## config.mk

```make
export PLATFORM = sky130hd
export DESIGN_NAME = etfp_front_flat
export DESIGN_NICKNAME = d
export VERILOG_FILES = /design/src/hdl/assert_macros.svh /design/src/hdl/etfp_pkg.sv /design/src/hdl/etfp_if.sv /design/src/hdl/etfp_front.sv /design/src/flat_wrapper.sv
export SDC_FILE = /design/constraint.sdc
export NUM_CORES = 2
export LEC_CHECK = 0
export BUFFER_PORTS_ARGS = -buffer_cell sky130_fd_sc_hd__buf_2
export CAP_MARGIN = 20
export CELL_PAD_IN_SITES_DETAIL_PLACEMENT = 1
export CELL_PAD_IN_SITES_GLOBAL_PLACEMENT = 2
export CORE_MARGIN = 5
export CORE_UTILIZATION = 30
export CTS_CLUSTER_SIZE = 10
export DETAILED_ROUTE_END_ITERATION = 10
export GPL_ROUTABILITY_DRIVEN = 0
export PLACE_DENSITY_LB_ADDON = 0.1
export SLEW_MARGIN = 5
export SYNTH_ARGS = -nofsm -noshare
export SYNTH_HDL_FRONTEND = slang
export SYNTH_SLANG_ARGS = --single-unit
```

## constraint.sdc

```tcl
create_clock -name clk_i -period 15.05 [get_ports clk_i]
set_input_delay 0.7525 -clock clk_i [delete_from_list [all_inputs] [get_ports clk_i]]
set_output_delay 0.7525 -clock clk_i [all_outputs]
set_load 0.005 [all_outputs]
```

## src/hdl/assert_macros.svh

```systemverilog
// Assertion macros for the escape-time fractal pixel block.
// Expects clk_i and rst_ni in the scope of each use.
`ifndef ASSERT_MACROS_SVH
`define ASSERT_MACROS_SVH

// Check a property on every clock edge outside reset.
`define ETFP_ASSERT(lbl, prop, msg) \
  lbl: assert property (@(posedge clk_i) disable iff (!rst_ni) prop) \
    else $error(msg);

// Check that a condition never holds outside reset.
`define ETFP_ASSERT_NEVER(lbl, cond, msg) \
  lbl: assert property (@(posedge clk_i) disable iff (!rst_ni) !(cond)) \
    else $error(msg);

`endif

```

## src/hdl/etfp_pkg.sv

```systemverilog
// Shared types, constants and helpers for the escape-time fractal pixel block.
// No dependencies.
`default_nettype none

package etfp_pkg;

  localparam int PIX_W        = 12;
  localparam int CFG_IDX_W    = 3;
  localparam int CFG_DATA_W   = 32;
  localparam int Q_W          = 48;   // Q22.26 working word
  localparam int FRAC_W       = 26;
  localparam int HALF_W       = 24;   // split point of the partial products
  localparam int FRAC_SHIFT   = 2;    // Q4.28 to Q22.26
  localparam int MAX_ITER_DEF = 150;
  localparam int QUEUE_DEPTH  = 2;
  localparam int QCNT_W       = $clog2(QUEUE_DEPTH + 1);
  localparam int COUNT_W      = 9;
  localparam int COLOR_W      = 8;

  localparam logic [CFG_IDX_W-1:0] REG_MODE     = 3'd0;
  localparam logic [CFG_IDX_W-1:0] REG_LEFT_RE  = 3'd1;
  localparam logic [CFG_IDX_W-1:0] REG_TOP_IM   = 3'd2;
  localparam logic [CFG_IDX_W-1:0] REG_STEP_RE  = 3'd3;
  localparam logic [CFG_IDX_W-1:0] REG_STEP_IM  = 3'd4;
  localparam logic [CFG_IDX_W-1:0] REG_JULIA_RE = 3'd5;
  localparam logic [CFG_IDX_W-1:0] REG_JULIA_IM = 3'd6;

  localparam logic [COLOR_W-1:0] COL_R = 8'd17;
  localparam logic [COLOR_W-1:0] COL_G = 8'd3;
  localparam logic [COLOR_W-1:0] COL_B = 8'd13;

  localparam logic signed [Q_W-1:0] LIM_Q = {1'b0, {(Q_W-1){1'b1}}};
  localparam logic [Q_W:0] ESC_THRESH = (Q_W+1)'(64'd1000000 << FRAC_W);

  typedef struct packed {
    logic                         fractal_mode;
    logic signed [CFG_DATA_W-1:0] left_re;
    logic signed [CFG_DATA_W-1:0] top_im;
    logic signed [CFG_DATA_W-1:0] step_re;
    logic signed [CFG_DATA_W-1:0] step_im;
    logic signed [CFG_DATA_W-1:0] julia_re;
    logic signed [CFG_DATA_W-1:0] julia_im;
  } cfg_t;

  localparam cfg_t CFG_RESET = '{
    fractal_mode: 1'b1,
    left_re:      -32'sd536870912,
    top_im:       32'sd536870912,
    step_re:      32'sd1048576,
    step_im:      32'sd1048576,
    julia_re:     -32'sd80530637,
    julia_im:     -32'sd268435456
  };

  // Start of one orbit: initial z and the added constant c.
  typedef struct packed {
    logic signed [Q_W-1:0] zr;
    logic signed [Q_W-1:0] zi;
    logic signed [Q_W-1:0] cr;
    logic signed [Q_W-1:0] ci;
  } point_t;

  typedef struct packed {
    logic              full;
    logic              empty;
    logic [QCNT_W-1:0] count;
  } queue_st_t;

  // Clamp symmetrically to +-(2^47 - 1).
  function automatic logic signed [Q_W-1:0] sat_q(input logic signed [Q_W+1:0] v);
    logic signed [Q_W+1:0] hi;
    hi = (Q_W+2)'(LIM_Q);
    if (v > hi) begin
      return LIM_Q;
    end else if (v < -hi) begin
      return -LIM_Q;
    end
    return v[Q_W-1:0];
  endfunction

endpackage

`default_nettype wire

```

## src/hdl/etfp_if.sv

```systemverilog
// Channel interfaces: pixel input, result output and configuration write.
// Depends on etfp_pkg.
`default_nettype none

interface etfp_pixel_if;
  import etfp_pkg::*;
  logic             valid;
  logic             ready;
  logic [PIX_W-1:0] column;
  logic [PIX_W-1:0] row;
  modport source (output valid, column, row, input ready);
  modport sink   (input valid, column, row, output ready);
endinterface


`default_nettype wire

```

## src/hdl/etfp_front.sv

```systemverilog
// Front end: accepts pixels, maps them to complex points, picks z0 and c.
// Depends on etfp_pkg and etfp_if.
`default_nettype none

module etfp_front (
  input  wire logic               clk_i,
  input  wire logic               rst_ni,
  etfp_pixel_if.sink              pix_i,
  input  wire etfp_pkg::cfg_t     cfg_i,
  output      logic               push_valid_o,
  output      etfp_pkg::point_t   push_data_o,
  input  wire etfp_pkg::queue_st_t q_st_i
);
  import etfp_pkg::*;

  localparam int PROD_W = PIX_W + 1 + CFG_DATA_W;

  logic                    s1_v_q, s2_v_q;
  logic                    s1_adv, s2_adv;
  logic signed [PROD_W-1:0] prod_re_q, prod_im_q;
  logic signed [PROD_W:0]   pre, pim;
  logic signed [Q_W-1:0]    pre_q26, pim_q26, jre_q26, jim_q26;
  point_t                   pt_d, pt_q;

  assign s2_adv      = !s2_v_q || !q_st_i.full;
  assign s1_adv      = !s1_v_q || s2_adv;
  assign pix_i.ready = s1_adv;

  // Form the point in Q4.28, then drop two fraction bits (floor).
  always_comb begin
    pre     = (PROD_W+1)'(cfg_i.left_re) + (PROD_W+1)'(prod_re_q);
    pim     = (PROD_W+1)'(cfg_i.top_im) - (PROD_W+1)'(prod_im_q);
    pre_q26 = Q_W'(pre >>> FRAC_SHIFT);
    pim_q26 = Q_W'(pim >>> FRAC_SHIFT);
    jre_q26 = Q_W'(cfg_i.julia_re >>> FRAC_SHIFT);
    jim_q26 = Q_W'(cfg_i.julia_im >>> FRAC_SHIFT);
    if (cfg_i.fractal_mode) begin
      pt_d = '{zr: '0, zi: '0, cr: pre_q26, ci: pim_q26};
    end else begin
      pt_d = '{zr: pre_q26, zi: pim_q26, cr: jre_q26, ci: jim_q26};
    end
  end

  always_ff @(posedge clk_i or negedge rst_ni) begin
    if (!rst_ni) begin
      s1_v_q <= 1'b0;
      s2_v_q <= 1'b0;
    end else begin
      if (s1_adv) begin
        s1_v_q <= pix_i.valid;
      end
      if (s2_adv) begin
        s2_v_q <= s1_v_q;
      end
    end
  end

  always_ff @(posedge clk_i) begin
    if (s1_adv && pix_i.valid) begin
      prod_re_q <= $signed({1'b0, pix_i.column}) * cfg_i.step_re;
      prod_im_q <= $signed({1'b0, pix_i.row}) * cfg_i.step_im;
    end
    if (s2_adv && s1_v_q) begin
      pt_q <= pt_d;
    end
  end

  assign push_valid_o = s2_v_q;
  assign push_data_o  = pt_q;

endmodule

`default_nettype wire

```

## src/flat_wrapper.sv

```systemverilog
// flat-port wrapper written by rule: the top's interface ports become plain ports
module etfp_front_flat import etfp_pkg::*;
  (clk_i, rst_ni, cfg_i, push_valid_o, push_data_o, q_st_i, pix_i_valid, pix_i_column, pix_i_row, pix_i_ready);
  etfp_pixel_if pix_i_i ();
  input  wire logic clk_i;
  input  wire logic rst_ni;
  input  wire etfp_pkg::cfg_t cfg_i;
  output      logic push_valid_o;
  output      etfp_pkg::point_t push_data_o;
  input  wire etfp_pkg::queue_st_t q_st_i;
  input wire logic [$bits(pix_i_i.valid)-1:0] pix_i_valid;
  input wire logic [$bits(pix_i_i.column)-1:0] pix_i_column;
  input wire logic [$bits(pix_i_i.row)-1:0] pix_i_row;
  output wire logic [$bits(pix_i_i.ready)-1:0] pix_i_ready;
  assign pix_i_i.valid = pix_i_valid;
  assign pix_i_i.column = pix_i_column;
  assign pix_i_i.row = pix_i_row;
  assign pix_i_ready = pix_i_i.ready;
  etfp_front u_core (.clk_i(clk_i), .rst_ni(rst_ni), .pix_i(pix_i_i), .cfg_i(cfg_i), .push_valid_o(push_valid_o), .push_data_o(push_data_o), .q_st_i(q_st_i));
endmodule
```

==> key figures <==
STA
  – Slew headroom: 0.322
  – Total negative setup slack: 0 ns
  – Final Hold Vio Count: 0
  – Unrepaired setup endpoints after global routing: no
  – Tcrit/Tclk final: 0.460
  – FMAX: 144 MHz
  – Final min period: 6.92 ns
  – Worst-Margin Slew: 1.02 ns
  – Setup violations, final: 0
  – Clock skew: 0.0422 ns
  – Max-slew violations: 0

Floorplan
  – CORE AREA: 0.135 mm²
  – I/O pins: 418
  – Initial Utilization: 0.302
  – Die W: 379 µm
  – Die height: 379 µm
  – Row count: 135
  – Die Footprint: 0.144 mm²

Run
  – Max-Cap Viols: 0

Setup path
  – Critical path buffers and inverters: 4
  – CP startpoint: pix_i_row[7]
  – Critical-path maximum fanout: 32
  – Reg2reg start: u_core.prod_im_q[2]
  – Crit Path Class: primary input to flip-flop
  – Critical path cell sequence: buf_2 > nand2_1 > fa_1 > inv_1 > fa_1 > fa_1 > fa_1 > inv_1 > fa_1 > inv_1 > ha_1 > a21o_1 > a21o_1 > a221o_1 > or3b_1 > a31oi_1 > o31ai_1 > a31oi_1 > o21bai_1 > xor2_1
  – CP endpoint kind: flip-flop
  – Req. time, crit path: 15.35 ns
  – Startpoint Class: primary input
  – R2R depth: 11
  – CP most frequent cell: fa_1
  – Slowest-stage cell, CP: buf_2
  – Setup slack, reg-to-reg: 11.38 ns
  – RR Endpoint: u_core.push_data_o[27]
  – Top Family by Delay on Critical Path: adder cells
  – Slowest stage delay, CP: 0.72 ns
  – Critical Path AT: 7.22 ns

Global route
  – Initial antenna violation count: 27
  – Met1 Use GR: 0.279
  – GR Util met2: 0.279
  – Top Usage Layer GRT: met1
  – Overall routing resource usage: 0.181
  – M3 GR Usage: 0.0175
  – First-pass GRT wire length: 201000 µm
  – Largest net degree at the start of global routing: 157
  – Number of global-route vias before repair: 32400
  – Overflow left after global routing: 0

Clock tree
  – Clk_lat worst skew: 0.58 ns
  – CTS root buf: clkbuf_16
  – CTS tree: yes
  – CTS buffer count: 36
  – Post CTS Setup Buffer Count: 0
  – Clock sink total: 268
  – Cts-stage hold buffer count: 1
  – Clk slew on worst S/H paths: 0.05 ns
  – PostCTS Resize Cnt: 0
  – Clk buf depth: 3
  – H-tree levels: 2

Cells and area
  – Storage cell area: 0.00804 mm²
  – Most frequent cells in the layout: inv_1, fa_1, nand2_1
  – Most common cell after layout, fill and taps aside: inv_1
  – Fin nets: 5729
  – Fraction of layout cells with a size suffix above 1: 0.119
  – Synth-to-Final Area Change: 11.4%
  – Core Util, Final: 0.336
  – Area of the multi-input gates: 0.0286 mm²
  – Filler cells: 15600

Detailed routing
  – Final WL: 129000 µm
  – Via Count: 29400
  – Number of DRC markers in iteration 0: 1277
  – DR vias/cell: 4.63
  – Post-DRT Antenna Nets: 0
  – Residual DRC count: 0
  – Drt pass-1 iters: 5
  – DR WL/cell: 20.4 µm

Yosys
  – Synth Instances: 4280
  – Largest cells by area after synthesis: fa_1, edfxtp_1, ha_1, inv_1, and2_1
  – Post-synth top flop: edfxtp_1
  – Synth cell types: 78
  – Sequential share of the synthesized area: 0.197
  – Yosys reg bits: 268
  – Ys async rst share: 0.00746
  – Syn Std Cell Area: 0.0408 mm²
  – Leading area contributor after synthesis: fa_1
  – Ys Warns: 0
  – Mapped Avg Cell Area: 9.54 µm²
  – Post-synth top area share: 0.331
  – Syn nets: 5466
  – EDFF count, synth: 266

Placement
  – Buffers added on ports: 410
  – Post-DP HPWL: 106000 µm

Hold path
  – Hold Crit Depth: 2
  – HP Start: pix_i_valid
  – HP Class: primary input to flip-flop
  – Worst Hold End: u_core.s1_v_q

Outcome
  – Status: complete, no violations
## synthesized netlist by cell type, drive strengths merged (17+ instances only)
master / n
inv: 905
fa: 676
nand2: 519
and2: 434
ha: 286
edfxtp: 266
clkbuf: 168
a21oi: 153
xnor2: 120
a21o: 105
nor2: 100
o21ai: 76
mux2: 53
xor2: 49
nand3: 35
and3: 28
a31oi: 27
buf: 25
nor2b: 23
nor3: 22
o21bai: 22
nand4: 21
o21a: 21
a211oi: 17
nand2b: 17
## layer usage
layer	routed length, µm	share of wire
met1	67000	0.52
met2	55700	0.43
met3	5130	0.040
met4	1400	0.011
met5	13	0.00010
## cell families after synthesis
logic type                 Yosys count  synth area share
DFF                                268             0.197
AOI/OAI and AO/OA                  504            0.0819
buffers and inverters             1098             0.103
xor gates and xnor gates           169            0.0362
adders and majority gates          962             0.419
muxes                               54            0.0149
and+or+nand+nor                   1225             0.149
## per-stage QoR
step	instances	setup slack, ns	instance area, µm²	hold WS (ns)
detailed placement	6285	7.50	44400	0.479
global route	6350	7.83	45500	0.399
CTS	6344	8.12	45500	0.369
global placement	6285	7.53	44400	0.474
floorplan	4280	0.672	40800	0.443
finish	6353	8.13	45500	0.418
## sequential cells by signal, indices dropped and copies added, names as in the netlist
register and flops:
u_core.push_valid_o 1, u_core.prod_im_q 45, u_core.push_data_o 176, u_core.prod_re_q 45, u_core.s1_v_q 1
## area by class of cell
type,instances,share of cell area
Clock buffer,47,0.0212
Sequential cell,268,0.177
Multi-Input combinational cell,2914,0.629
Timing Repair Buffer,418,0.0468
Tap cell,1781,0.0490
Antenna cell,9,0.000495
Inverter,905,0.0747
Clock inverter,11,0.00214
## worst max-delay path by stage
stage | end | slack (ns) | cells after the start
6_report | u_core.prod_im_q[41] | 8.13 | 20
5_1_grt | u_core.prod_im_q[41] | 7.83 | 20
4_1_cts | u_core.prod_im_q[41] | 8.12 | 20
3_5_place_dp | u_core.prod_im_q[41] | 7.50 | 20
3_3_place_gp | u_core.prod_im_q[41] | 7.53 | 20
2_1_floorplan | u_core.push_data_o[0] | 0.67 | 1
Power is not shown: default switching activity piles up to over one toggle a cycle in this logic, so the estimate is an artifact.
