===== config.mk =====
export PLATFORM = sky130hd
export DESIGN_NAME = etfp_queue
export DESIGN_NICKNAME = d
export VERILOG_FILES = /design/src/hdl/assert_macros.svh /design/src/hdl/etfp_pkg.sv /design/src/hdl/etfp_queue.sv
export SDC_FILE = /design/constraint.sdc
export NUM_CORES = 1
export LEC_CHECK = 0
export BUFFER_PORTS_ARGS = -buffer_cell sky130_fd_sc_hd__buf_4
export CAP_MARGIN = 5
export CORE_MARGIN = 2
export CORE_UTILIZATION = 50
export CTS_CLUSTER_DIAMETER = 50
export DETAILED_ROUTE_END_ITERATION = 12
export HOLD_SLACK_MARGIN = 0.08
export PLACE_DENSITY = 0.79
export SLEW_MARGIN = 20
export SYNTH_ARGS = -nofsm -noshare
export SYNTH_HDL_FRONTEND = slang
export SYNTH_SLANG_ARGS = --single-unit

===== constraint.sdc =====
create_clock -name clk_i -period 17.9 [get_ports clk_i]
set_clock_uncertainty 0.2 [all_clocks]
set_input_delay 4.475 -clock clk_i [delete_from_list [all_inputs] [get_ports clk_i]]
set_output_delay 4.475 -clock clk_i [all_outputs]
set_load 0.01 [all_outputs]

===== src/hdl/assert_macros.svh =====
// Assertion macros for the escape-time fractal pixel block.
// Expects clk_i and rst_ni in the scope of each use.
`ifndef ASSERT_MACROS_SVH
`define ASSERT_MACROS_SVH

// Check a property on every clock edge outside reset.
`define ETFP_ASSERT(lbl, prop, msg) \
  lbl: assert property (@(posedge clk_i) disable iff (!rst_ni) prop) \
    else $error(msg);

// Check that a condition never holds outside reset.
`define ETFP_ASSERT_NEVER(lbl, cond, msg) \
  lbl: assert property (@(posedge clk_i) disable iff (!rst_ni) !(cond)) \
    else $error(msg);

`endif


===== src/hdl/etfp_pkg.sv =====
// Shared types, constants and helpers for the escape-time fractal pixel block.
// No dependencies.
`default_nettype none

package etfp_pkg;

  localparam int PIX_W        = 12;
  localparam int CFG_IDX_W    = 3;
  localparam int CFG_DATA_W   = 32;
  localparam int Q_W          = 48;   // Q22.26 working word
  localparam int FRAC_W       = 26;
  localparam int HALF_W       = 24;   // split point of the partial products
  localparam int FRAC_SHIFT   = 2;    // Q4.28 to Q22.26
  localparam int MAX_ITER_DEF = 150;
  localparam int QUEUE_DEPTH  = 2;
  localparam int QCNT_W       = $clog2(QUEUE_DEPTH + 1);
  localparam int COUNT_W      = 9;
  localparam int COLOR_W      = 8;

  localparam logic [CFG_IDX_W-1:0] REG_MODE     = 3'd0;
  localparam logic [CFG_IDX_W-1:0] REG_LEFT_RE  = 3'd1;
  localparam logic [CFG_IDX_W-1:0] REG_TOP_IM   = 3'd2;
  localparam logic [CFG_IDX_W-1:0] REG_STEP_RE  = 3'd3;
  localparam logic [CFG_IDX_W-1:0] REG_STEP_IM  = 3'd4;
  localparam logic [CFG_IDX_W-1:0] REG_JULIA_RE = 3'd5;
  localparam logic [CFG_IDX_W-1:0] REG_JULIA_IM = 3'd6;

  localparam logic [COLOR_W-1:0] COL_R = 8'd17;
  localparam logic [COLOR_W-1:0] COL_G = 8'd3;
  localparam logic [COLOR_W-1:0] COL_B = 8'd13;

  localparam logic signed [Q_W-1:0] LIM_Q = {1'b0, {(Q_W-1){1'b1}}};
  localparam logic [Q_W:0] ESC_THRESH = (Q_W+1)'(64'd1000000 << FRAC_W);

  typedef struct packed {
    logic                         fractal_mode;
    logic signed [CFG_DATA_W-1:0] left_re;
    logic signed [CFG_DATA_W-1:0] top_im;
    logic signed [CFG_DATA_W-1:0] step_re;
    logic signed [CFG_DATA_W-1:0] step_im;
    logic signed [CFG_DATA_W-1:0] julia_re;
    logic signed [CFG_DATA_W-1:0] julia_im;
  } cfg_t;

  localparam cfg_t CFG_RESET = '{
    fractal_mode: 1'b1,
    left_re:      -32'sd536870912,
    top_im:       32'sd536870912,
    step_re:      32'sd1048576,
    step_im:      32'sd1048576,
    julia_re:     -32'sd80530637,
    julia_im:     -32'sd268435456
  };

  // Start of one orbit: initial z and the added constant c.
  typedef struct packed {
    logic signed [Q_W-1:0] zr;
    logic signed [Q_W-1:0] zi;
    logic signed [Q_W-1:0] cr;
    logic signed [Q_W-1:0] ci;
  } point_t;

  typedef struct packed {
    logic              full;
    logic              empty;
    logic [QCNT_W-1:0] count;
  } queue_st_t;

  // Clamp symmetrically to +-(2^47 - 1).
  function automatic logic signed [Q_W-1:0] sat_q(input logic signed [Q_W+1:0] v);
    logic signed [Q_W+1:0] hi;
    hi = (Q_W+2)'(LIM_Q);
    if (v > hi) begin
      return LIM_Q;
    end else if (v < -hi) begin
      return -LIM_Q;
    end
    return v[Q_W-1:0];
  endfunction

endpackage

`default_nettype wire


===== src/hdl/etfp_queue.sv =====
// Short queue of orbit start points between front end and iteration core.
// Depends on etfp_pkg.
`default_nettype none

module etfp_queue (
  input  wire logic                clk_i,
  input  wire logic                rst_ni,
  input  wire logic                push_i,
  input  wire etfp_pkg::point_t    push_data_i,
  input  wire logic                pop_i,
  output      etfp_pkg::point_t    pop_data_o,
  output      etfp_pkg::queue_st_t st_o
);
  import etfp_pkg::*;

  localparam int PTR_W = (QUEUE_DEPTH > 1) ? $clog2(QUEUE_DEPTH) : 1;

  point_t             mem_q [QUEUE_DEPTH];
  logic [PTR_W-1:0]   wr_q, rd_q;
  logic [QCNT_W-1:0]  cnt_q;
  logic               do_push, do_pop;

  assign st_o.full  = (cnt_q == QCNT_W'(QUEUE_DEPTH));
  assign st_o.empty = (cnt_q == '0);
  assign st_o.count = cnt_q;
  assign do_push    = push_i && !st_o.full;
  assign do_pop     = pop_i && !st_o.empty;
  assign pop_data_o = mem_q[rd_q];

  function automatic logic [PTR_W-1:0] next_ptr(input logic [PTR_W-1:0] p);
    return (p == PTR_W'(QUEUE_DEPTH - 1)) ? '0 : p + 1'b1;
  endfunction

  always_ff @(posedge clk_i or negedge rst_ni) begin
    if (!rst_ni) begin
      wr_q  <= '0;
      rd_q  <= '0;
      cnt_q <= '0;
    end else begin
      if (do_push) begin
        wr_q <= next_ptr(wr_q);
      end
      if (do_pop) begin
        rd_q <= next_ptr(rd_q);
      end
      if (do_push && !do_pop) begin
        cnt_q <= cnt_q + 1'b1;
      end else if (do_pop && !do_push) begin
        cnt_q <= cnt_q - 1'b1;
      end
    end
  end

  always_ff @(posedge clk_i) begin
    if (do_push) begin
      mem_q[wr_q] <= push_data_i;
    end
  end

endmodule

`default_nettype wire


==> summary.txt, run 1 <==
Synthesis
  • Synthesized area: 0.0141 mm^2
  • Synth warnings: 0
  • Register bit total from synthesis: 388
  • Avg Inst Size Synth: 22.8 um^2
  • Area share of the largest cell type after synthesis: 0.819
  • Area contributors post-synth: edfxtp_1, mux2_2, dfrtp_1
  • Sequential-to-total area share from yosys stat: 0.827
  • Cell variety after synth: 15
  • Area leader, netlist: edfxtp_1
  • Syn Nets: 813
  • Cell count after synthesis: 616

Pwr
  • Clock Power Share: 0.275
  • Switching Share: 0.277
  • Sequential cell fraction of total power: 0.421
  • Pwr Density: 166 mW/mm^2
  • Internal Power: 2260 uW
  • Psw: 863 uW
  • Pleak: 0.00701 uW
  • Comb power frac: 0.304
  • IR drop worst, VDD: 0.164 mV

Placement
  • Final HPWL DP: 19.1 mm
  • IO buf count: 391
  • Placer Congestion: 0.749
  • Place WS: 10.79 ns
  • Placed instance area: 0.0174 mm^2

Global routing
  • Antenna violations before repair: 1
  • Global route overflow: 0
  • First-pass GRT wire length: 41.8 mm
  • Pin count of the biggest net entering global routing: 82
  • Aggregate global-route resource usage: 0.188
  • Vias in the first global route: 7,602

CTS
  • Setup bufs post-CTS: 0
  • CTS root buffer: clkbuf_16
  • Max H-tree Level: 2
  • Clock transition at path regs: 0.06 ns
  • Clk Latency, worst-skew pair: 0.51 ns
  • CTS Buffer Depth: 3
  • CTS Sinks: 388
  • Post_cts resized: 0
  • CTS tree: done
  • CTS Hold Buffers Added: 0
  • CTS Buf Count: 41

Worst setup path
  • CP required: 13.23 ns
  • Setup crit end kind: primary output
  • Crit path DAT: 2.94 ns
  • Crit-path max FO: 73
  • CP Launch Type: flip-flop
  • Setup Crit Path Kind: reg -> out
  • Flop2flop setup slack: 14.63 ns

Route
  • Drt via density: 5.02
  • Vias: 7,253
  • WL final: 29.0 mm
  • Initial DRT Pass Iterations: 5
  • DRC viols: 0
  • Final antenna-violating net count: 0
  • DR iter-0 viols: 548
  • WL per Instance: 20.1 um

Timing
  • Fin worst setup slack: 10.29 ns
  • Crit share post-route: 0.425
  • Slew @ Worst Pin: 1.07 ns
  • Finish-stage setup viols: 0
  • Slew Limit Fails: 0
  • Total negative slack: 0 ns
  • Final Hold Viols: 0
  • Crit path time final: 7.61 ns
  • RSZ-0062 raised after global routing: no
  • FMAX: 131 MHz
  • Rel. slew slack: 0.289

Floorplanning
  • Core area: 0.0278 mm^2
  • Initial Util: 0.507
  • Die height: 172 um
  • Ports: 392
  • Die X: 172 um
  • Core Rows: 61
  • DIE AREA: 0.0295 mm^2

Finish
  • Commonest non-fill, non-tap cells in the layout: buf_4, edfxtp_1, mux2_2
  • Nets@finish: 1,232
  • Final Cell Area: 0.0187 mm^2
  • Area Overhead vs Synth: 33.2%
  • Share of layout cells above drive strength 1: 0.615
  • Commonest non-fill, non-tap cell in the layout: buf_4

Run
  • MaxCap Viol Count: 0

Outcome
  • Run status: finished, final reports clean

Min path
  • Worst hold path class: reg -> reg
Yosys cell counts:
master / number
inv_1: 2
and3_1: 1
mux2_2: 192
dfrtp_1: 4
edfxtp_1: 384
buf_4: 11
ha_1: 1
buf_2: 2
buf_6: 8
xnor2_1: 3
o21ai_0: 1
xor2_1: 2
nand2_1: 1
nor2_1: 3
nand2b_1: 1
critical path, stage by stage (launching register included):
cell	delay, ns
dfrtp_4	0.90
buf_4	0.86
mux2_2	0.44
buf_4	0.16
cells by family (layout without fill, tap and decap cells):
logic type | after synthesis | count (layout) | share of synthesized area
other cells | 0 | 1 | 0
fa+ha+maj | 1 | 1 | 0.000889
simple gates | 6 | 6 | 0.00196
flops | 388 | 388 | 0.827
buf+inv | 23 | 472 | 0.0135
mux | 192 | 192 | 0.154
xor+xnor | 5 | 5 | 0.00311
compound gates | 1 | 1 | 0.000355
power by group through the flow:
stage / clock [uW] / combinational [uW] / sequential [uW]
after floorplan: 0 / 549 / 1350
after global placement: 0 / 946 / 1320
after detailed placement: 0 / 954 / 1330
after CTS: 874 / 961 / 1320
after global routing: 909 / 1010 / 1330
final: 856 / 948 / 1310
state kept, by name, summed over array words and instances, names as in the netlist:
signal and flops:
wr_q 1, mem_q 384, rd_q 1, cnt_q 2
stage by stage:
stage	power (uW)	hold WS (ns)	instances	utilization
floorplan	1900	0.261	616	-
global placement	2270	0.335	1370	0.625
detailed placement	2290	0.370	1370	0.625
CTS	3150	0.393	1443	0.675
global route	3250	0.392	1444	0.675
finish	3120	0.392	1444	0.675
path summary, 6_finish.rpt:
path | from | end | cells after the start
max | rd_q$_DFFE_PN0P_ | pop_data_o[30] | 3
min | wr_q$_DFFE_PN0P_ | wr_q$_DFFE_PN0P_ | 1
max reg2reg | cnt_q[0]$_DFFE_PN0P_ | mem_q[0][111]$_DFFE_PP_ | 4
min reg2reg | wr_q$_DFFE_PN0P_ | wr_q$_DFFE_PN0P_ | 1
max in group asynchronous | rst_ni | rd_q$_DFFE_PN0P_ | 1
min in group asynchronous | rst_ni | wr_q$_DFFE_PN0P_ | 1
area by class of cell:
cell class | count | area (um^2)
clock buffers | 49 | 1080
inverters | 2 | 7.51
multi-input cells | 205 | 2260
well taps | 378 | 473
clock inverters | 24 | 308
diodes | 1 | 2.50
flip-flops and latches | 388 | 11600
fillers | 1857 | 9030
repair buffers | 397 | 2980
layer usage:
layer | global-route usage | wire, um | vias up
met5 | 0.00696 | 0 | -
met4 | 0.0870 | 1250 | 0
met3 | 0.0649 | 2680 | 73
met2 | 0.329 | 15000 | 313
met1 | 0.207 | 9980 | 3566
li1 | - | - | 3301
Power figures use the tool's default switching activity.
==> run 2, diff against run 1 <==
--- a/config.mk
+++ b/config.mk
@@ -5,6 +5,7 @@
 export SDC_FILE = /design/constraint.sdc
 export NUM_CORES = 1
 export LEC_CHECK = 0
+export ABC_AREA = 1
 export BUFFER_PORTS_ARGS = -buffer_cell sky130_fd_sc_hd__buf_4
 export CAP_MARGIN = 5
 export CORE_MARGIN = 2
==> constraint.sdc (replaced) <==
create_clock -name clk_i -period 7.6 [get_ports clk_i]
set_clock_uncertainty 0.2 [all_clocks]
set_input_delay 1.9 -clock clk_i [delete_from_list [all_inputs] [get_ports clk_i]]
set_output_delay 1.9 -clock clk_i [all_outputs]
set_load 0.01 [all_outputs]
==> run 2 against run 1 <==
Routed wire length up 14%. First-iteration DRC count is 37% higher. Critical endpoint is now pop_data_o[129]. Design area shrank 0.22%.
==> summary.txt, run 2 <==
Outcome
  • Run status: finished, final reports clean

Synthesis
  • Cell with the most instances after synthesis: nand2_1
  • Top FF cell, synth: edfxtp_1
  • Cell variety after synth: 15
  • Area contributors post-synth: edfxtp_1, nand2_1, buf_6
  • Asr flop ratio synth: 0.0103
  • Area leader, netlist: edfxtp_1
  • Commonest cells in the netlist: nand2_1, edfxtp_1, buf_6
  • Area share of the largest cell type after synthesis: 0.806
  • Sequential-to-total area share from yosys stat: 0.813
  • Synth warnings: 0
  • Synthesized area: 0.0143 mm^2
  • Register bit total from synthesis: 388
  • Number of synthesized flops with an enable pin: 384
  • Syn Nets: 1,232
  • Avg Inst Size Synth: 13.8 um^2
  • Cell count after synthesis: 1,035

Global routing
  • Vias in the first global route: 9,184
  • Antenna violations before repair: 1
  • Global route overflow: 0
  • Aggregate global-route resource usage: 0.213
  • Pin count of the biggest net entering global routing: 193
  • First-pass GRT wire length: 50.0 mm

Worst setup path
  • WP buf/inv: 3
  • Setup crit end kind: primary output
  • Max stage delay on crit path: 0.58 ns
  • Crit path DAT: 2.61 ns
  • Cell mode on critical path: nand2_1
  • CP Cell Sequence: inv_6 > buf_12 > nand2_1 > nand2_1 > buf_4
  • R2r startpoint: cnt_q[1]$_DFFE_PN0P_
  • CP required: 5.50 ns
  • Critical Path Start: rd_q$_DFFE_PN0P_
  • Setup Crit Path Kind: reg -> out
  • CP Launch Type: flip-flop
  • Crit-path max FO: 106
  • Worst path top cell family by delay: buffers and inverters
  • Critical Path Slowest Stage Cell: dfrtp_4

CTS
  • Clk Latency, worst-skew pair: 0.51 ns
  • CTS Hold Buffers Added: 0
  • Clock transition at path regs: 0.05 ns
  • Max H-tree Level: 2
  • CTS root buffer: clkbuf_16
  • CTS Sinks: 388
  • CTS Buffer Depth: 3
  • Setup bufs post-CTS: 0
  • CTS Buf Count: 41
  • CTS tree: done
  • Post_cts resized: 0

Timing
  • RSZ-0062 raised after global routing: no
  • Final Hold Viols: 0
  • Slew Limit Fails: 0
  • Slew @ Worst Pin: 1.14 ns
  • Crit path time final: 4.71 ns
  • Finish-stage setup viols: 0
  • Crit share post-route: 0.620
  • Total negative slack: 0 ns
  • FMAX: 212 MHz
  • Rel. slew slack: 0.243
  • Fin worst setup slack: 2.89 ns

Finish
  • Core Util, Final: 0.670
  • Share of layout cells above drive strength 1: 0.311
  • Nets@finish: 1,628
  • Max reg flops: 384
  • Area Overhead vs Synth: 30.8%
  • Commonest non-fill, non-tap cells in the layout: nand2_1, buf_4, edfxtp_1
  • Biggest regs: mem_q: 384 flops, cnt_q: 2 flops
  • # fillers: 1,940
  • Commonest non-fill, non-tap cell in the layout: nand2_1
  • Top reg by flops: mem_q

Placement
  • IO buf count: 391
  • Final HPWL DP: 20.9 mm
  • Placer Congestion: 0.809
  • Place WS: 3.44 ns

Pwr
  • Pleak: 0.00796 uW
  • IR drop worst, VDD: 0.382 mV
  • Pwr Density: 400 mW/mm^2
  • Total power: 7480 uW

Floorplanning
  • Core area: 0.0279 mm^2
  • Die X: 173 um
  • Initial Util: 0.512
  • Core Rows: 61
  • Die height: 173 um
  • DIE AREA: 0.0300 mm^2
  • Ports: 392

Min path
  • Worst hold path class: reg -> reg
  • Min-delay src: wr_q$_DFFE_PN0P_

Route
  • Final antenna-violating net count: 0
  • Initial DRT Pass Iterations: 5
  • DR iter-0 viols: 750
  • DRC viols: 0
  • WL per Instance: 17.9 um
  • WL final: 32.9 mm
  • Drt via density: 4.98
  • Vias: 9,159

Run
  • MaxCap Viol Count: 0
[run 2: cell types whose count changed after synthesis, moves of 2 or more]
cell	delta
nand2_1	+584
mux2_2	-192
buf_6	+13
buf_2	+9
inv_1	+5
xnor2_1	-2
xor2_1	-2
[run 2: path summary, 6_finish.rpt]
kind / end / slack, ns / depth (start not counted)
worst min-delay path: wr_q$_DFFE_PN0P_ / 0.31 / 2
worst min register to register: wr_q$_DFFE_PN0P_ / 0.31 / 2
max in group asynchronous: rd_q$_DFFE_PN0P_ / 6.11 / 1
worst max-delay path: pop_data_o[129] / 2.89 / 5
worst max register to register: mem_q[0][40]$_DFFE_PP_ / 4.80 / 6
min in group asynchronous: wr_q$_DFFE_PN0P_ / 0.97 / 1
[run 2: metal layers]
metal	up-vias	GRT usage	wire [um]	share of wire
met1	4381	0.255	12200	0.37
li1	4290	-	-	-
met3	75	0.0774	3490	0.11
met4	0	0.0791	1080	0.033
met5	-	0	0	0
met2	413	0.357	16200	0.49
[run 2: through the flow]
step | cell area [um^2] | hold WS (ns) | instances
after floorplan | 14300 | 0.249 | 1035
after global placement | 17400 | 0.265 | 1766
after detailed placement | 17400 | 0.290 | 1766
after CTS | 18700 | 0.305 | 1837
after global routing | 18700 | 0.351 | 1838
final | 18700 | 0.311 | 1838
[run 2: layout make-up]
type,instances,area [um^2],share of cell area
Timing Repair Buffer,396,3010,0.161
Clock buffer,46,1040,0.0558
Tap cell,378,473,0.0253
Inverter,8,40.0,0.00214
Clock inverter,25,234,0.0125
Multi-Input combinational cell,596,2270,0.121
Antenna cell,1,2.50,0.000134
Sequential cell,388,11600,0.622
[run 2: where the power goes]
group / internal [uW] / switching, uW / leakage [uW]
Combinational: 981 / 1540 / 0.00371
Sequential: 2930 / 126 / 0.00362
Clock: 1130 / 779 / 0.000628
[run 2: worst register-to-register path: stages, from the launching register on]
cell     delay (ns)
dfrtp_1        0.44
inv_1          0.13
nor2_1         0.08
nor2_1         0.14
nand2_1        0.14
inv_6          0.64
buf_12         0.50
[run 2: logic make-up (layout without fill, tap and decap cells)]
group / count (synthesis) / in the layout / share of synthesized area
simple gates: 592 / 592 / 0.156
xor+xnor: 1 / 1 / 0.000613
fa+ha+maj: 1 / 1 / 0.000875
other cells: 0 / 1 / 0
flops: 388 / 388 / 0.813
compound gates: 2 / 2 / 0.000700
buf+inv: 51 / 475 / 0.0284
